## src/hdl/rmq_isqrt.sv

```systemverilog
// pipelined integer square root, one result bit per stage
// standalone; no package dependency
`timescale 1ns / 1ps

module rmq_isqrt #(
  parameter int RADW = 30
) (
  input  logic                clk,
  input  logic                en,
  input  logic [RADW-1:0]     rad,
  output logic [RADW/2-1:0]   root
);

  localparam int SQW = RADW / 2;
  localparam int RMW = SQW + 2;
  localparam int TRW = SQW + 4;

  logic [RADW-1:0] xs [1:SQW];
  logic [RMW-1:0]  rm [1:SQW];
  logic [SQW-1:0]  rt [1:SQW];

  for (genvar k = 1; k <= SQW; k++) begin : g_stage
    logic [RADW-1:0] x_in;
    logic [RMW-1:0]  r_in;
    logic [SQW-1:0]  q_in;
    logic [TRW-1:0]  sh;
    logic [TRW-1:0]  trial;
    logic            ge;

    if (k == 1) begin : g_first
      assign x_in = rad;
      assign r_in = '0;
      assign q_in = '0;
    end else begin : g_next
      assign x_in = xs[k-1];
      assign r_in = rm[k-1];
      assign q_in = rt[k-1];
    end

    assign sh    = {r_in, x_in[RADW-1 -: 2]};
    assign trial = {2'b00, q_in, 2'b01};
    assign ge    = (sh >= trial);

    always_ff @(posedge clk) begin
      if (en) begin
        xs[k] <= x_in << 2;
        rm[k] <= ge ? RMW'(sh - trial) : RMW'(sh);
        rt[k] <= {q_in[SQW-2:0], ge};
      end
    end
  end

  assign root = rt[SQW];

endmodule

```

## config.mk

```make
export PLATFORM = sky130hd
export DESIGN_NAME = rmq_isqrt
export DESIGN_NICKNAME = d
export VERILOG_FILES = /design/src/hdl/rmq_isqrt.sv
export SDC_FILE = /design/constraint.sdc
export NUM_CORES = 1
export LEC_CHECK = 0
export ABC_AREA = 1
export BUFFER_PORTS_ARGS = -buffer_cell sky130_fd_sc_hd__buf_2
export CAP_MARGIN = 5
export CELL_PAD_IN_SITES_DETAIL_PLACEMENT = 1
export CELL_PAD_IN_SITES_GLOBAL_PLACEMENT = 2
export CORE_ASPECT_RATIO = 1.25
export CORE_UTILIZATION = 44
export CTS_CLUSTER_DIAMETER = 100
export DETAILED_ROUTE_END_ITERATION = 6
export GPL_ROUTABILITY_DRIVEN = 0
export PLACE_DENSITY = 0.93
export SKIP_CTS_REPAIR_TIMING = 1
export SYNTH_ARGS = -nofsm -noshare
export SYNTH_HDL_FRONTEND = slang
export SYNTH_SLANG_ARGS = --single-unit
```

## constraint.sdc

```tcl
create_clock -name clk -period 3.5 [get_ports clk]
set_clock_uncertainty 0.2 [all_clocks]
set_input_delay 0.525 -clock clk [delete_from_list [all_inputs] [get_ports clk]]
set_output_delay 0.525 -clock clk [all_outputs]
set_load 0.03 [all_outputs]
```

==> results.py, run 1 <==
metrics = {
    "placed_design": {
        "dp_cells": 3990,
        "place_ws_ps": 680.6,
        "io_buffers": 46,
        "hpwl_um": 56270,
    },
    "floorplanning": {
        "die_w_um": 231.7,
        "die_h_um": 289.1,
        "start_util": 0.4477,
        "coreArea_um2": 64800,
        "die_area_um2": 66970,
        "placementRows": 104,
        "io_pins": 47,
    },
    "detailed_routing": {
        "drc": 0,
        "routed_via_density": 5.161,
        "drt_first_pass_iters": 5,
        "vias": 21290,
        "ant_nets": 0,
        "drt_iter0_drc": 934,
        "wl_per_cell_um": 18.04,
        "routed_wl_um": 74420,
    },
    "yosys": {
        "synth_nets": 3273,
        "netlist_area_um2": 29010,
        "syn_inst": 3106,
        "synth_largest_area_cell": "edfxtp_1",
        "syn_avg_cell_area_um2": 9.340,
        "ys_seq_area_frac": 0.5693,
        "synth_top_area_share": 0.5693,
        "synth-seq-cells": 550,
        "ys_warn_count": 0,
        "synth.area.top_cells": "edfxtp_1 57%, nand2_1 13%, inv_1 7.3%",
        "ys_types": 45,
    },
    "clocking": {
        "cts_made_buffers": 57,
        "clkTransAtPathRegs_ps": 60,
        "clockBufferDepth": 3,
        "cts_tree": "built",
        "cts_root_buffer": "clkbuf_16",
        "clock_latency_ps": 630,
        "cts_sinks": 550,
        "cts_htree_levels": 2,
    },
    "sta": {
        "slew-limit-headroom": 0.4977,
        "timing.final.hold_violations": 0,
        "tns_ps": 0,
        "drv_slew": 0,
        "tightest_slew_ps": 752.6,
        "period_needed_ps": 2859,
        "timing.hold.ws_ps": 180.2,
        "grt_setup_unrepaired": "false",
        "post-route-period-util": 0.8168,
        "fmax_mhz": 349.8,
        "fin_ws_ps": 641.3,
        "setup_viol": 0,
    },
    "grt": {
        "gr-total-overflow": 0,
        "gr-usage-all-layers": 0.2223,
        "antenna_found_initial": 0,
        "grt_pass1_wl_um": 118000,
        "grt_pass1_vias": 22970,
        "grt_max_degree": 80,
    },
    "pwr": {
        "worst_ir_drop_vdd_mv": 0.4330,
        "power.leakage_nw": 14.92,
        "p_per_area_nw_per_um2": 555.2,
    },
    "worst_setup_path": {
        "critPathLaunch": "rt[3][18]",
        "arrival_ps": 3030,
        "crit_slowest_cell": "nor2_2",
        "crit_type": "register to register",
        "cp_top_family": "simple AND/OR/NAND/NOR gates",
        "crit_fanout": 18,
        "crit_top_cell": "nand2_1",
        "cp_data_required_time_ps": 3670,
        "endpoint": "rm[1][0]",
        "cp_num_buf_inv": 3,
        "cp-end-kind": "register",
        "slowest_delay_ps": 580,
        "startpoint_type": "register",
        "path_depth": 12,
        "rr_worst_depth": 12,
        "r2r_slack_ps": 640,
        "r2r-start": "rt[3][18]",
        "reg2reg_to": "rm[1][0]",
        "cp_cell_sequence": "inv_1 -> ha_1 -> nand2_1 -> inv_1 -> a21oi_1 -> nand2_1 -> nand2_1 -> nand2_1 -> nor2_2 -> inv_1 -> nand2_1 -> nand2_1",
    },
    "finish": {
        "layout_common_cells": "991 x nand2_1, 563 x inv_1, 550 x edfxtp_1",
        "drive_gt1_frac": 0.07138,
        "area_delta_synth_final_pct": 12.22,
        "layout_commonest_cell": "nand2_1",
        "layout.cells.non_filler": 4126,
        "final_util": 0.5024,
        "nNetsFinal": 3399,
        "num_antenna_cells": 0,
        "nFillCells": 7463,
    },
    "min_path": {
        "hold_class": "primary input to register",
    },
    "status": {
        "outcome": "finished clean",
    },
    "job": {
        "drv_cap": 0,
    },
}
==> layout make-up <==
| cell class | instances | area [um^2] | share of cell area |
|---|---|---|---|
| Sequential cell | 550 | 16520 | 0.5073 |
| Multi-Input combinational cell | 1953 | 10110 | 0.3105 |
| Inverter | 572 | 2147 | 0.06595 |
| Clock buffer | 63 | 1449 | 0.04451 |
| Tap cell | 848 | 1061 | 0.03259 |
| Timing Repair Buffer | 98 | 795.8 | 0.02444 |
| Clock inverter | 42 | 479.2 | 0.01472 |
==> state kept, by name (all words and copies together) (netlist names) <==
name  count
rm      220
rt      120
xs      210
==> Yosys cell counts (all sizes together) <==
| cell type | n |
|---|---|
| nor3 | 28 |
| xnor2 | 21 |
| a21o | 1 |
| o21bai | 2 |
| clkbuf | 6 |
| conb | 1 |
| buf | 25 |
| ha | 135 |
| o21a | 3 |
| nand3b | 24 |
| o211ai | 2 |
| and2 | 6 |
| nand2 | 1003 |
| inv | 572 |
| or2 | 14 |
| nor3b | 1 |
| xor2 | 60 |
| edfxtp | 550 |
| nor2 | 213 |
| nand4 | 104 |
| a31oi | 1 |
| a21oi | 99 |
| nand3 | 148 |
| a21boi | 1 |
| nor4 | 2 |
| o21ai | 84 |
==> per-layer routing <==
layer  up-vias  share of wire  global-route usage
met3       165          0.026             0.02628
met1     10420           0.39              0.2478
li1      10380              -                   -
met5         -              0                   0
met4         0          0.039             0.08882
met2       336           0.54              0.4261
==> how the worst min path moves through the flow <==
stage / startpoint / to / slack [ps] / cells after the start
after floorplan: xs[0][36] / xs[1][10] / 200 / 0
after global placement: xs[3][18] / xs[3][48] / 200 / 0
after detailed placement: xs[2][14] / xs[2][44] / 210 / 0
after CTS: rad[10] / xs[0][38] / -170 / 1
after global routing: xs[4][22] / xs[4][52] / 190 / 0
final: en / xs[0][52] / 180 / 1
==> cell families after synthesis <==
logic type / synth area share
xor+xnor: 0.02446
buf+inv: 0.08225
other cells: 0.0001293
simple gates: 0.2295
flops: 0.5693
compound gates: 0.03606
fa+ha+maj: 0.05823
==> where the power goes <==
group / internal [mW] / switching, mW / leakage [nW]
combinational: 1.09 / 2.19 / 8.70
clock: 3.65 / 2.64 / 0.942
sequential: 8.07 / 0.442 / 5.28
total: 12.8 / 5.27 / 14.9
==> metrics by stage <==
step | power (mW) | instance area [um^2]
floorplan | 10.70 | 29010
global placement | 11.68 | 30320
detailed placement | 11.87 | 30320
CTS | 18.21 | 32240
global route | 18.93 | 32560
finish | 18.07 | 32560
(Power assumes the default switching activity.)
==> run 2: changes to the inputs <==
--- a/config.mk
+++ b/config.mk
@@ -11,11 +11,11 @@
 export CELL_PAD_IN_SITES_DETAIL_PLACEMENT = 1
 export CELL_PAD_IN_SITES_GLOBAL_PLACEMENT = 2
 export CORE_ASPECT_RATIO = 1.25
-export CORE_UTILIZATION = 44
+export CORE_UTILIZATION = 41
 export CTS_CLUSTER_DIAMETER = 100
 export DETAILED_ROUTE_END_ITERATION = 6
 export GPL_ROUTABILITY_DRIVEN = 0
-export PLACE_DENSITY = 0.93
+export PLACE_DENSITY = 0.88
 export SKIP_CTS_REPAIR_TIMING = 1
 export SYNTH_ARGS = -nofsm -noshare
 export SYNTH_HDL_FRONTEND = slang
==> constraint.sdc (replaced) <==
create_clock -name clk -period 2.9 [get_ports clk]
set_clock_uncertainty 0.2 [all_clocks]
set_input_delay 0.435 -clock clk [delete_from_list [all_inputs] [get_ports clk]]
set_output_delay 0.435 -clock clk [all_outputs]
set_load 0.03 [all_outputs]
==> results.py, run 2 (synthesis gave the netlist of run 1 again) <==
metrics = {
    "pwr": {
        "swShare": 0.2893,
        "power_frac_clock": 0.353,
        "p_per_area_nw_per_um2": 668.2,
        "switching_power_mw": 6.326,
        "seqPwrFrac": 0.468,
        "worst_ir_drop_vdd_mv": 0.4973,
        "p_int_mw": 15.54,
        "power.leakage_nw": 14.94,
        "power_frac_comb": 0.179,
    },
    "sta": {
        "slew-limit-headroom": 0.5399,
        "timing.final.hold_violations": 0,
        "setup_viol": 0,
        "post-route-period-util": 0.9274,
        "grt_setup_unrepaired": "false",
        "tns_ps": 0,
        "period_needed_ps": 2690,
        "tightest_slew_ps": 687.7,
        "drv_slew": 0,
        "fmax_mhz": 371.8,
    },
    "finish": {
        "drive_gt1_frac": 0.07219,
        "largest-register": "rm",
        "reg_top3": "rm x220, xs x210, rt x120",
        "layout_common_cells": "991 x nand2_1, 563 x inv_1, 550 x edfxtp_1",
        "nFillCells": 8100,
        "num_antenna_cells": 0,
        "layout.cells.non_filler": 4218,
        "regArea_um2": 16520,
        "final_util": 0.4693,
        "nNetsFinal": 3402,
        "area_delta_synth_final_pct": 12.81,
        "multi_input_area_um2": 10110,
        "layout_commonest_cell": "nand2_1",
        "largest_register_ffs": 220,
    },
    "floorplanning": {
        "die_area_um2": 71830,
        "coreArea_um2": 69730,
        "die_w_um": 239.9,
        "die_h_um": 299.4,
        "start_util": 0.4160,
        "io_pins": 47,
        "placementRows": 108,
    },
    "worst_setup_path": {
        "endpoint": "rm[1][71]",
        "arrival_ps": 2870,
        "cp-end-kind": "register",
        "rr_worst_depth": 11,
        "r2r-start": "rt[5][23]",
        "r2r_slack_ps": 210,
        "critPathLaunch": "rt[5][23]",
        "crit_type": "register to register",
        "startpoint_type": "register",
        "cp_data_required_time_ps": 3080,
        "crit_fanout": 13,
        "reg2reg_to": "rm[1][71]",
    },
    "placed_design": {
        "dp_cells": 4079,
        "hpwl_um": 54600,
        "io_buffers": 46,
    },
    "detailed_routing": {
        "routed_wl_um": 71540,
        "drt_first_pass_iters": 7,
        "drc": 0,
        "routed_via_density": 4.987,
        "drt_iter0_drc": 1042,
        "vias": 21040,
        "ant_nets": 0,
        "wl_per_cell_um": 16.96,
    },
    "clocking": {
        "cts_htree_levels": 2,
        "cts_tree": "built",
        "clockBufferDepth": 3,
        "cts_made_buffers": 58,
        "cts_sinks": 550,
        "clock_latency_ps": 640,
        "cts_root_buffer": "clkbuf_16",
        "clkTransAtPathRegs_ps": 70,
    },
    "grt": {
        "grt_max_degree": 80,
        "gr-usage-all-layers": 0.2015,
        "grt_pass1_vias": 22300,
        "antenna_found_initial": 0,
        "gr-total-overflow": 0,
        "grt_pass1_wl_um": 114500,
    },
    "status": {
        "outcome": "finished clean",
    },
    "job": {
        "drv_cap": 0,
    },
    "min_path": {
        "hold_class": "primary input to register",
    },
}
## run 2: cell type report
class / instances / share of cell area
Tap cell: 935 / 0.03575
Multi-Input combinational cell: 1953 / 0.3089
Inverter: 572 / 0.06561
Clock buffer: 67 / 0.04538
Timing Repair Buffer: 100 / 0.02478
Clock inverter: 41 / 0.01491
Sequential cell: 550 / 0.5047
## run 2: how the worst min path moves through the flow
stage	startpoint	to	slack (ps)	cells after the start
2_1_floorplan	xs[0][36]	xs[1][10]	200	0
3_3_place_gp	xs[0][29]	xs[1][3]	200	0
3_5_place_dp	xs[0][31]	xs[1][5]	210	0
4_1_cts	rad[26]	xs[0][54]	-250	1
5_1_grt	en	rm[0][47]	40	1
6_report	en	rm[0][67]	50	1
## run 2: routing by layer
layer / up-vias / part of all wire / global-route usage
li1: 10370 / - / -
met3: 164 / 0.027 / 0.02311
met4: 0 / 0.040 / 0.08159
met2: 301 / 0.52 / 0.3731
met5: - / 0 / 0
met1: 10200 / 0.41 / 0.2343
## run 2: power by group through the flow
stage	registers [mW]	logic (mW)	clock network, mW
floorplan	10.2	2.73	0
global placement	10.4	3.74	0
detailed placement	10.4	3.89	0
CTS	10.3	3.92	7.91
global route	10.3	4.47	8.16
finish	10.2	3.91	7.72
## run 2: critical path, stage by stage, from the launching register on
cell and delay (ps):
edfxtp_1 480, inv_1 70, ha_1 370, nand2_1 110, inv_1 80, nand2_1 100, nor2_1 170, nand2_1 100
nand3_1 100, nand2_1 360, nand4_1 200, nand2_1 110
## run 2: per-stage QoR
step	power, mW	setup WS [ps]	instance area [um^2]	hold slack, ps
2_1_floorplan	12.92	814.0	29010	200.3
3_3_place_gp	14.12	321.1	30440	200.4
3_5_place_dp	14.30	241.0	30440	205.1
4_1_cts	22.08	224.5	32410	-253.5
5_1_grt	22.94	58.38	32720	44.50
6_report	21.86	210.5	32720	54.43
